**src/design/llmc_pkg.sv**
```systemverilog
// llmc_pkg: shared types, codes, reset values and tables for the led light mode controller
`default_nettype none

package llmc_pkg;

  localparam int IDLE_COUNT_BITS_DEF = 16;

  // light modes
  localparam logic [2:0] MODE_OFF     = 3'd0;
  localparam logic [2:0] MODE_FULL    = 3'd1;
  localparam logic [2:0] MODE_QUARTER = 3'd2;
  localparam logic [2:0] MODE_DUAL    = 3'd3;
  localparam logic [2:0] MODE_STROBE  = 3'd4;
  localparam logic [2:0] MODE_SOS     = 3'd5;

  // main key events
  localparam logic [2:0] KEY_NONE   = 3'd0;
  localparam logic [2:0] KEY_SINGLE = 3'd1;
  localparam logic [2:0] KEY_DOUBLE = 3'd2;
  localparam logic [2:0] KEY_TRIPLE = 3'd3;
  localparam logic [2:0] KEY_LONG   = 3'd4;

  // momentary key events
  localparam logic [1:0] AUX_PRESS   = 2'd1;
  localparam logic [1:0] AUX_RELEASE = 2'd2;

  // action codes
  localparam logic ACT_TICK = 1'b0;
  localparam logic ACT_SET  = 1'b1;

  // battery tiers
  localparam logic [1:0] TIER_NORMAL = 2'd0;
  localparam logic [1:0] TIER_LOW    = 2'd1;
  localparam logic [1:0] TIER_CRIT   = 2'd2;

  // indicator codes
  localparam logic [3:0] IND_NONE      = 4'd0;
  localparam logic [3:0] IND_OFF       = 4'd1;
  localparam logic [3:0] IND_BATT_HIGH = 4'd2;
  localparam logic [3:0] IND_BATT_MED  = 4'd3;
  localparam logic [3:0] IND_BATT_LOW  = 4'd4;
  localparam logic [3:0] IND_BATT_CRIT = 4'd5;
  localparam logic [3:0] IND_STROBE    = 4'd6;
  localparam logic [3:0] IND_SOS       = 4'd7;
  localparam logic [3:0] IND_GREEN     = 4'd8;
  localparam logic [3:0] IND_RED       = 4'd9;

  // configuration register indexes
  localparam logic [2:0] CFG_STANDBY_TIMEOUT = 3'd0;
  localparam logic [2:0] CFG_CUTOFF_MV       = 3'd1;
  localparam logic [2:0] CFG_CRITICAL_MV     = 3'd2;
  localparam logic [2:0] CFG_LOW_MV          = 3'd3;
  localparam logic [2:0] CFG_HYSTERESIS_MV   = 3'd4;
  localparam logic [2:0] CFG_STROBE_HALF     = 3'd5;
  localparam logic [2:0] CFG_SAMPLE_PERIOD   = 3'd6;

  // configuration reset values
  localparam logic [13:0] STANDBY_TIMEOUT_RST = 14'd1000;
  localparam logic [12:0] CUTOFF_MV_RST       = 13'd2950;
  localparam logic [12:0] CRITICAL_MV_RST     = 13'd3100;
  localparam logic [12:0] LOW_MV_RST          = 13'd3400;
  localparam logic [8:0]  HYSTERESIS_MV_RST   = 9'd50;
  localparam logic [7:0]  STROBE_HALF_RST     = 8'd5;
  localparam logic [7:0]  SAMPLE_PERIOD_RST   = 8'd20;

  localparam logic [12:0] MV_BATT_HIGH   = 13'd3600;
  localparam logic [1:0]  CUTOFF_CONFIRM = 2'd2;

  // duties in thousandths
  localparam logic [9:0] DUTY_FULL      = 10'd1000;
  localparam logic [9:0] DUTY_QUARTER   = 10'd250;
  localparam logic [9:0] DUTY_FLASH_LOW = 10'd350;
  localparam logic [9:0] DUTY_CRIT      = 10'd50;

  localparam logic [4:0] SOS_LEN = 5'd18;

  typedef struct packed {
    logic        action;
    logic [2:0]  key_event;
    logic [1:0]  aux_event;
    logic [12:0] battery_mv;
    logic [2:0]  new_mode;
  } in_item_t;

  typedef struct packed {
    logic [9:0] main_duty;
    logic [9:0] aux_duty;
    logic [2:0] light_mode;
    logic [1:0] battery_tier;
    logic [3:0] indicator;
    logic       cutoff_request;
    logic       standby_request;
  } out_item_t;

  typedef struct packed {
    logic [2:0]  index;
    logic [13:0] value;
  } cfg_item_t;

  typedef struct packed {
    logic [12:0] cutoff_mv;
    logic [12:0] critical_mv;
    logic [12:0] low_mv;
    logic [8:0]  hysteresis_mv;
  } batt_cfg_t;

  typedef struct packed {
    logic [1:0] cutoff_seen;
    logic [1:0] tier;
  } batt_state_t;

  typedef struct packed {
    batt_state_t st;
    logic [3:0]  ind;
    logic        cut;
  } batt_res_t;

  // morse element lengths in ticks: dots, dashes, gaps and the word pause
  function automatic logic [7:0] sos_len(input logic [4:0] idx);
    logic [7:0] len;
    unique case (idx)
      5'd5, 5'd6, 5'd8, 5'd10, 5'd11: len = 8'd60;
      5'd17:                          len = 8'd140;
      default:                        len = 8'd20;
    endcase
    return len;
  endfunction

endpackage

`default_nettype wire

```
**src/design/llmc_batt.sv**
```systemverilog
// llmc_batt: one battery evaluation, cutoff confirm and tier hysteresis
`default_nettype none

module llmc_batt (
  input  logic                  en,
  input  logic [12:0]           mv,
  input  llmc_pkg::batt_cfg_t   cfg,
  input  llmc_pkg::batt_state_t st_in,
  output llmc_pkg::batt_res_t   res
);
  import llmc_pkg::*;

  logic [1:0]  cs_inc;
  logic [13:0] crit_up;
  logic [13:0] low_up;

  assign cs_inc  = (st_in.cutoff_seen < CUTOFF_CONFIRM) ? st_in.cutoff_seen + 2'd1
                                                        : st_in.cutoff_seen;
  assign crit_up = {1'b0, cfg.critical_mv} + {5'd0, cfg.hysteresis_mv};
  assign low_up  = {1'b0, cfg.low_mv} + {5'd0, cfg.hysteresis_mv};

  always_comb begin
    res.st  = st_in;
    res.ind = IND_NONE;
    res.cut = 1'b0;
    if (en) begin
      if (mv < cfg.cutoff_mv) begin
        res.st.cutoff_seen = cs_inc;
        if (cs_inc >= CUTOFF_CONFIRM) begin
          res.cut = 1'b1;
          res.ind = IND_RED;
        end
      end else begin
        res.st.cutoff_seen = 2'd0;
      end
      if (!res.cut) begin
        // falling is immediate, climbing needs the hysteresis margin
        if (mv < cfg.critical_mv) begin
          res.st.tier = TIER_CRIT;
        end else if (mv < cfg.low_mv) begin
          if (st_in.tier != TIER_CRIT || {1'b0, mv} >= crit_up) begin
            res.st.tier = TIER_LOW;
          end
        end else if ({1'b0, mv} >= low_up) begin
          res.st.tier = TIER_NORMAL;
        end
        if (mv >= MV_BATT_HIGH) begin
          res.ind = IND_BATT_HIGH;
        end else if (mv >= cfg.low_mv) begin
          res.ind = IND_BATT_MED;
        end else if (mv >= cfg.critical_mv) begin
          res.ind = IND_BATT_LOW;
        end else begin
          res.ind = IND_BATT_CRIT;
        end
      end
    end
  end

endmodule

`default_nettype wire

```
**config.mk**
```make
export PLATFORM = sky130hd
export DESIGN_NAME = llmc_batt
export DESIGN_NICKNAME = d
export VERILOG_FILES = /design/src/design/llmc_pkg.sv /design/src/design/llmc_batt.sv
export SDC_FILE = /design/constraint.sdc
export NUM_CORES = 1
export LEC_CHECK = 0
export BUFFER_PORTS_ARGS = -buffer_cell sky130_fd_sc_hd__buf_2
export CORE_MARGIN = 4
export CORE_UTILIZATION = 30
export DETAILED_ROUTE_END_ITERATION = 16
export GPL_ROUTABILITY_DRIVEN = 0
export GPL_TIMING_DRIVEN = 0
export PLACE_DENSITY = 0.57
export SKIP_LAST_GASP = 1
export SLEW_MARGIN = 20
export SYNTH_ARGS = -nofsm -noshare
export SYNTH_HDL_FRONTEND = slang
export SYNTH_SLANG_ARGS = --single-unit
```
**constraint.sdc**
```tcl
create_clock -name vclk -period 3.75
set_clock_uncertainty 0.05 [all_clocks]
set_input_delay 0 -clock vclk [all_inputs]
set_output_delay 0 -clock vclk [all_outputs]
set_load 0.1 [all_outputs]
```
==> results.md, run 1 <==
- F_max: 0.286 GHz
- Min Hold Slack: roughly 420 ps
- Hold path start: st_in[1]
- Power Density: 179 nW/um^2
- Drt first pass iters: 4
- CP Cell Sequence: buf_2, ha_4, fa_2, a21o_2, a21oi_2, nor2b_1, o21ai_1, a21oi_2, a21oi_2, xnor2_1, ha_1, a21o_1, a21oi_1, o21ai_1, a22oi_1, a31oi_1, o41ai_2, a32o_2, buf_6
- Initial antenna violation count: 0
- Drt initial violations: between 100 and 150
- Drt wl/cell: between 10 and 15 microns
- Net Count, Synth: approximately 510
- Top Family by Delay on Critical Path: compound AO/OA/AOI/OAI gates
- Status: finished, final reports clean
- Final number of setup-violating endpoints: 0
- Seq cells: 0
- WP buf/inv: 2
- Placed cells: between 500 and 600
- Pleak: 0.00171 uW
- Fin. max-slew vios: 0
- Crit path max fanout: 3
- Yosys warns: 0
- GRT overflow: 0
- Power, Total: just under 600 uW
- Die area: between 10000 and 15000 sq um
- RSZ-0062 raised after global routing: no
- Critical Path Source: cfg[22]
- Final period utilization: 0.934
- First-pass GRT wire length: 12.9 mm
- Vias in the first global route: around 2800
- Slowest CP cell: o41ai_2
- Residual DRC count: 0
- Final hold vios: 0
- Slowest Stage Delay on Critical Path: just under 400 ps
- DRT Wirelength: between 7 and 8 mm
- Mapped Area: 2640 sq um
- Leading cell type in the layout, fill and taps excluded: ha_1
- DP Wirelength: roughly 7 mm
- Min-delay worst type: in2out
- Final Cell Area: between 3000 and 4000 sq um
- Max_slew headroom: 0.570
- Mean post-synth cell area: 7.43 sq um
- Synth area leader: ha_1
- Top-Level Pins: 75
- Kind of start point of the critical path: input port
- Sequential cell area: 0 sq um
- CP required: 3700 ps
- GRT Overall Usage: 0.152
- Net count, final: between 500 and 600
- Slew @ Worst Pin: about 640 ps
- Arrival time at the worst endpoint: about 3500 ps
- Core area: 8380 sq um
- Worst setup slack after placement: -208 ps
- Syn-to-layout area delta: 22.3%
- VDD IR max: a little over 0.00004 V
- Tmin final: 3500 ps
- Yosys cell types: 45
- Antenna-violating nets left: 0
- Vias: ~2800
- Vias per cell: around 5.3
- # diodes: 0
- Layout cells sized above 1: 0.242
- Most frequent cells in the layout: 82 x ha_1, 73 x buf_2, 48 x inv_1, 26 x a21oi_1, 19 x nand2_1
- Die Wd: ~100 microns
- CP Capture Type: primary output
- Max Cap Violations: 0
- Synth area leaders: ha_1 39%, inv_1 6.8%, a21oi_1 5.9%
- Post-Synthesis Cells: between 300 and 400
- WS Path Type: in2out
- Initial core utilization: 0.315
- Critical Path Most Common Cell: a21oi_2
- Largest net degree at the start of global routing: 8
- Top-area cell type share of the netlist area: 0.394
- Clock Buffer Count: 0
- Dpl cell area: about 3200 sq um
- Post-CTS Hold Fix Bufs: 0
- Number of placement rows: 33
- Sequential share of the synthesized area: 0
- Die height: 102 microns
- Port bufs: 75
- Final non-filler cell total: 535
- Worst setup margin: 248 ps
[path summary, 6_finish.rpt]
path,slack (ps),to,cells after the start
worst max-delay path,250,res[6],19
worst min-delay path,420,res[6],3
[per-layer routing]
layer  global-route usage  share of wire  vias up
met2                0.287           0.50       48
met3              0.00758          0.035        2
met4              0.00716         0.0059        0
met5                    0              0        -
li1                     -              -     1457
met1                0.200           0.46     1314
[kinds of logic after synthesis]
logic type	after synthesis	synth area share
AOI/OAI and AO/OA	110	0.278
buffers and inverters	49	0.0711
adders and majority gates	85	0.409
and+or+nand+nor	90	0.173
xor gates and xnor gates	21	0.0697
[through the flow]
step                utilization  setup TNS [ps]
floorplan                     -           -72.7
global route              0.385               0
global placement          0.381            -316
finish                    0.385               0
CTS                       0.383               0
detailed placement        0.381            -406
[synthesized netlist by cell type, drive strengths merged, types with 4 or more instances]
cell,instances
a21o,12
nor3,6
inv,48
nand2b,7
nor2b,8
xnor2,12
nand3,14
a21oi,31
nand2,19
o21ai,26
ha,83
nor4,4
xor2,9
o21a,6
and3,4
nand4,5
a41oi,4
nor2,17
o21bai,4
a31oi,6
[what timing repair did]
action                                  4_1_cts  5_1_grt
endpoints found under the setup margin        2        2
gates resized for setup                       5        7
setup buffers                                 0        0
[power by group]
group / switching [uW] / internal, uW
combinational: 350 / 228
clock: 0 / 0
sequential: 0 / 0
total: 350 / 228
[final cells by class]
type | count | area, sq um
Buffer | 1 | 7.51
Multi-Input combinational cell | 306 | 2520
Fill cell | 921 | 5150
Tap cell | 105 | 131
Timing Repair Buffer | 75 | 388
Inverter | 48 | 180
Note: power is estimated with default switching activity, not from simulation.
==> run 2, diff against run 1 <==
--- a/config.mk
+++ b/config.mk
@@ -7,11 +7,11 @@
 export LEC_CHECK = 0
 export BUFFER_PORTS_ARGS = -buffer_cell sky130_fd_sc_hd__buf_2
 export CORE_MARGIN = 4
-export CORE_UTILIZATION = 30
+export CORE_UTILIZATION = 56
 export DETAILED_ROUTE_END_ITERATION = 16
 export GPL_ROUTABILITY_DRIVEN = 0
 export GPL_TIMING_DRIVEN = 0
-export PLACE_DENSITY = 0.57
+export PLACE_DENSITY = 0.91
 export SKIP_LAST_GASP = 1
 export SLEW_MARGIN = 20
 export SYNTH_ARGS = -nofsm -noshare
==> constraint.sdc (replaced) <==
create_clock -name vclk -period 3.75
set_clock_uncertainty 0.05 [all_clocks]
set_input_delay 0.1875 -clock vclk [all_inputs]
set_output_delay 0.1875 -clock vclk [all_outputs]
set_load 0.1 [all_outputs]
==> run 2 against run 1 <==
Against the previous run:
- the flow now finishes with violations (setup timing)
- critical path depth unchanged
- total power grew 6.5%
- via count is 8.2% higher
- routed wire length grew 3.0%
- sequential share of layout area unchanged
- die area fell by 43%
- final area grew 1.2%
- largest cell class unchanged
==> results.md, run 2 (synthesis gave the netlist of run 1 again) <==
- Busiest metal layer after global routing: met2
- Slowest CP cell: fa_2
- Final period utilization: 1.02 (+0.0822)
- Die Wd: 76.6 microns (-25%)
- Sequential cell area: 0 sq um (unchanged)
- Crit path depth: 19 (unchanged)
- Slew @ Worst Pin: 568 ps (-67.3 ps)
- Tmin final: 3810 ps (+308 ps)
- Initial antenna violation count: 0 (unchanged)
- Largest net degree at the start of global routing: 8 (unchanged)
- Min-delay worst type: in2out
- Die height: 76.6 microns (-25%)
- CP required: 3510 ps (-190 ps)
- CP Cell Sequence: buf_2, ha_2, fa_2, a21o_1, a21oi_2, nor2b_1, o21ai_2, a21oi_2, a21oi_2, xor2_1, ha_1, o21ai_0, o21ai_0, a221oi_2, o21ai_1, o31ai_2, nand3_1, o211ai_1, buf_6
- Vias per cell: 6.25 (+19%)
- Fin. max-slew vios: 0 (unchanged)
- Slowest Stage Delay on Critical Path: 350 ps (-40 ps)
- # diodes: 0 (unchanged)
- Most frequent cells in the layout: 81 x ha_1, 71 x buf_2, 48 x inv_1, 25 x a21oi_1, 19 x nand2_1
- Power, Total: 616 uW (+6.5%)
- Clock Buffer Count: 0 (unchanged)
- Antenna-violating nets left: 0 (unchanged)
- Critical Path Source: cfg[9]
- Port bufs: 75 (unchanged)
- Residual DRC count: 0 (unchanged)
- Initial core utilization: 0.594 (+0.279)
- Grt met1 use: 0.314 (+0.114)
- Power Density: 189 nW/um^2 (+5.3%)
- Core area: 4440 sq um (-47%)
- F_max: 0.262 GHz (-8.1%)
- Die area: 5870 sq um (-43%)
- Crit path max fanout: 3 (unchanged)
- VDD IR max: 0.000117 V (+190%)
- Arrival time at the worst endpoint: 3570 ps (+120 ps)
- DP Wirelength: 6.66 mm (-5.2%)
- Critical Path Most Common Cell: a21oi_2
- Leading cell type in the layout, fill and taps excluded: ha_1
- Final hold vios: 0 (unchanged)
- Grt met2 use: 0.483 (+0.196)
- GRT Overall Usage: 0.260 (+0.108)
- Drt initial violations: 218 (+82%)
- GR Layer Usage met3: 0.0189 (+0.0113)
- Syn-to-layout area delta: 23.8%
- Worst setup margin: -60.8 ps (-308 ps)
- Drt wl/cell: 16.5 microns (+13%)
- Post-CTS Hold Fix Bufs: 0 (unchanged)
- Number of placement rows: 24 (-27%)
- Kind of start point of the critical path: input port
- Final number of setup-violating endpoints: 2 (+2)
- Max Cap Violations: 0 (unchanged)
- WS Path Type: in2out
- Layout cells sized above 1: 0.264 (+0.0219)
- Failing checks: setup timing
- First-pass GRT wire length: 13.1 mm (+1.8%)
- Net count, final: 589 (+1.0%)
- Crit path capture: res[5]
- Vias: 3052 (+8.2%)
- Final Cell Area: 3270 sq um (+1.2%)
- Seq cells: 0 (unchanged)
- FILL cells: 353 (-62%)
- Dpl cell area: 3120 sq um (-2.1%)
- RSZ-0062 raised after global routing: yes
- DRT Wirelength: 8.07 mm (+3.0%)
- Top Family by Delay on Critical Path: compound AO/OA/AOI/OAI gates
- Drt first pass iters: 4 (unchanged)
- GRT overflow: 0 (unchanged)
- Status: finished, violations left
- Top-Level Pins: 75 (unchanged)
- Max_slew headroom: 0.615 (+0.0456)
- Vias in the first global route: 3052 (+7.4%)
- WP buf/inv: 2 (unchanged)
- CP Capture Type: primary output
- Pleak: 0.00176 uW (+2.9%)
==> run 2: worst min-delay path, delay by kind of cell <==
| family | cells | cell delay (ps) |
|---|---|---|
| AO/OA/AOI/OAI | 1 | 150 |
| buffers and inverters | 2 | 260 |
==> run 2: per-stage QoR <==
step                cells  setup WS [ps]  hold slack, ps  TNS [ps]   util
finish                488          -60.8             749     -75.7  0.735
global route          488           -188             762      -309  0.735
CTS                   483          0.949             748         0  0.715
detailed placement    482           -544             834     -1080  0.703
global placement      482           -460             828      -906  0.703
floorplan             355           -448             715      -460      -
==> run 2: cell type report <==
type	count	area [sq um]	area share
Multi-Input combinational cell	306	2550	0.782
Buffer	1	7.51	0.00230
Inverter	48	180	0.0552
Tap cell	52	65.1	0.0199
Timing Repair Buffer	81	458	0.140
==> run 2: how the worst min path moves through the flow <==
stage | startpoint | to | slack [ps] | cells after the start
after floorplan | st_in[2] | res[7] | 720 | 2
after global placement | st_in[2] | res[7] | 830 | 4
after detailed placement | st_in[2] | res[7] | 830 | 4
after CTS | st_in[1] | res[6] | 750 | 3
after global routing | st_in[1] | res[6] | 760 | 3
final | st_in[1] | res[6] | 750 | 3
==> run 2: what timing repair did <==
item / in CTS / in global routing
setup buffers: 1 / 5
gates cloned: 0 / 0
setup endpoints to repair: 2 / 2
hold endpoints to repair: 0 / 0
pin swaps: 5 / 8
resized for setup: 13 / 13
==> run 2: metal layers <==
layer / part of all wire / wire (microns) / up-vias
li1: - / - / 1474
met1: 0.40 / 3210 / 1434
met2: 0.49 / 3990 / 118
met3: 0.072 / 579 / 26
met4: 0.035 / 286 / 0
met5: 0 / 0 / -
==> run 2: where the power goes <==
part | internal, uW | switching (uW) | total, uW | leakage (uW)
sequential | 0 | 0 | 0 | 0
combinational | 246 | 370 | 616 | 0.00176
clock | 0 | 0 | 0 | 0
==> run 3, diff against run 2 <==
--- a/config.mk
+++ b/config.mk
@@ -6,12 +6,13 @@
 export NUM_CORES = 1
 export LEC_CHECK = 0
 export BUFFER_PORTS_ARGS = -buffer_cell sky130_fd_sc_hd__buf_2
+export CAP_MARGIN = 20
 export CORE_MARGIN = 4
 export CORE_UTILIZATION = 56
 export DETAILED_ROUTE_END_ITERATION = 16
 export GPL_ROUTABILITY_DRIVEN = 0
 export GPL_TIMING_DRIVEN = 0
-export PLACE_DENSITY = 0.91
+export PLACE_DENSITY = 0.94
 export SKIP_LAST_GASP = 1
 export SLEW_MARGIN = 20
 export SYNTH_ARGS = -nofsm -noshare
==> run 3 against run 2 <==
Against the previous run:
- the run now ends clean
- core utilization shrank 0.51 points
- sequential share of layout area is the same
- combinational power shrank 0.8%
- critical path depth is the same
- largest cell class unchanged
==> results.md, run 3 (synthesis gave the netlist of run 1 again) <==
- Status: finished, final reports clean
- Hold path start: st_in[1]
- Vias in the first global route: 3011 (-1.3%)
- Max Cap Violations: 0 (unchanged)
- Drt first pass iters: 5 (+1)
- Dpl cell area: 3120 sq um (unchanged)
- Layout cells sized above 1: 0.259 (-0.00510)
- Core area: 4440 sq um (unchanged)
- Top-Level Pins: 75 (unchanged)
- Fin. max-slew vios: 0 (unchanged)
- Leading cell type in the layout, fill and taps excluded: ha_1
- Tmin final: 3720 ps (-92.4 ps)
- Worst setup slack after placement: -551 ps (-6.10 ps)
- Number of placement rows: 24 (unchanged)
- Worst setup margin: 31.6 ps (+92.4 ps)
- Slowest CP cell: fa_2
- Final period utilization: 0.992 (-0.0246)
- Initial antenna violation count: 0 (unchanged)
- Seq cells: 0 (unchanged)
- Net count, final: 586 (-0.51%)
- DRT Wirelength: 8.15 mm (+0.90%)
- VDD IR max: 0.000115 V (-1.9%)
- Die height: 76.6 microns (unchanged)
- Most frequent cells in the layout: 81 x ha_1, 71 x buf_2, 48 x inv_1, 26 x a21oi_1, 19 x nand2_1
- Core Util, Final: 0.730 (-0.00507)
- CP required: 3510 ps (about the same)
- GRT overflow: 0 (unchanged)
- Min-delay worst type: in2out
- DP Wirelength: 6.65 mm (about the same)
- Clock Buffer Count: 0 (unchanged)
- Arrival time at the worst endpoint: 3480 ps (-90 ps)
- Slew @ Worst Pin: 592 ps (+23.4 ps)
- Pleak: 0.00174 uW (-1.2%)
- Vias per cell: 6.19 (-1.0%)
- Syn-to-layout area delta: 22.9%
- Sequential cell area: 0 sq um (unchanged)
- Die area: 5870 sq um (unchanged)
- CP Capture Type: primary output
- Kind of start point of the critical path: input port
- Max_slew headroom: 0.599 (-0.0159)
- Residual DRC count: 0 (unchanged)
- # diodes: 0 (unchanged)
- Final number of setup-violating endpoints: 0 (-2)
- GRT Overall Usage: 0.259 (-0.00111)
- WS Path Type: in2out
- Post-CTS Hold Fix Bufs: 0 (unchanged)
- RSZ-0062 raised after global routing: yes
- Antenna-violating nets left: 0 (unchanged)
- Final hold vios: 0 (unchanged)
- Port bufs: 75 (unchanged)
- First-pass GRT wire length: 12.9 mm (-1.7%)
- F_max: 0.269 GHz (+2.5%)
- Drt initial violations: 160 (-27%)
- Die Wd: 76.6 microns (unchanged)
- FILL cells: 333 (-5.7%)
- Initial core utilization: 0.594 (unchanged)
- Final non-filler cell total: 485 (-0.61%)
- Vias: 3003 (-1.6%)
- Slowest Stage Delay on Critical Path: 330 ps (-20 ps)
- Drt wl/cell: 16.8 microns (+1.5%)
- Final Cell Area: 3240 sq um (-0.69%)
- Critical Path Most Common Cell: a21oi_2
- Cells on Worst Hold Path: 3 (unchanged)
- Placed cells: 482 (unchanged)
- Largest net degree at the start of global routing: 8 (unchanged)
- Hold EP: res[6]
- Min Hold Slack: 771 ps (+22.3 ps)
- Crit path max fanout: 3 (unchanged)
- CP Cell Sequence: buf_8, ha_4, fa_2, a21o_2, a21oi_2, nor2b_1, o21ai_2, a21oi_2, a21oi_2, xnor2_1, ha_1, a21o_1, a21oi_1, o21ai_1, a22oi_1, a31oi_1, o41ai_2, a32o_2, buf_12
- Power Density: 188 nW/um^2 (-0.11%)
==> run 3: cell count changes in the layout (fill, tap and decap cells not counted) <==
| cell | change |
|---|---|
| a41oi_2 | +1 |
| a21oi_1 | +1 |
| a41oi_1 | -1 |
| nor2b_4 | -1 |
| nor3b_1 | +1 |
| o21ai_0 | -1 |
| o21ai_2 | +1 |
| a21oi_4 | -1 |
| nor2b_2 | +1 |
| ha_2 | -1 |
| ha_4 | +1 |
| nor3b_2 | -1 |
| buf_4 | -3 |
==> run 3: how the worst max path moves through the flow <==
stage / start / endpoint / slack (ps) / cells past startpoint
after global placement: cfg[0] / res[6] / -490 / 19
after floorplan: cfg[0] / res[5] / -450 / 17
after detailed placement: cfg[0] / res[6] / -550 / 19
after global routing: cfg[9] / res[5] / -130 / 19
final: cfg[0] / res[6] / 30 / 19
after CTS: cfg[22] / res[6] / -4 / 19
==> run 3: worst max-delay path: cells and delay by family <==
kind | cells | cell delay, ps
compound gates | 12 | 2010
buf+inv | 2 | 280
xor+xnor | 1 | 150
fa+ha+maj | 3 | 760
simple gates | 1 | 70
==> run 3: layout make-up <==
| cell class | instances | area (sq um) | area share |
|---|---|---|---|
| multi-input combinational | 306 | 2550 | 0.788 |
| timing repair buffer | 78 | 435 | 0.134 |
| inverter | 48 | 180 | 0.0556 |
| tap | 52 | 65.1 | 0.0201 |
| buffer | 1 | 7.51 | 0.00231 |
==> run 3: metrics by stage <==
step	TNS, ps	total power, uW
floorplan	-460	415
global placement	-972	537
detailed placement	-1090	563
CTS	-4.41	589
global route	-230	669
finish	0	611
==> run 3: timing repair <==
action | 4_1_cts | 5_1_grt
setup buffers | 2 | 1
resized for setup | 16 | 11
endpoints found under the setup margin | 2 | 2
pin swaps | 18 | 4
==> run 3: where the power goes <==
| part | switching, uW | internal, uW | leakage [uW] | total, uW |
|---|---|---|---|---|
| combinational | 368 | 243 | 0.00174 | 611 |
| sequential | 0 | 0 | 0 | 0 |
| clock | 0 | 0 | 0 | 0 |
==> run 3: per-layer routing <==
| metal | up-vias | GRT usage | part of all wire |
|---|---|---|---|
| met5 | - | 0 | 0 |
| li1 | 1468 | - | - |
| met1 | 1376 | 0.303 | 0.40 |
| met2 | 128 | 0.488 | 0.50 |
| met3 | 31 | 0.0236 | 0.073 |
| met4 | 0 | 0.0851 | 0.033 |
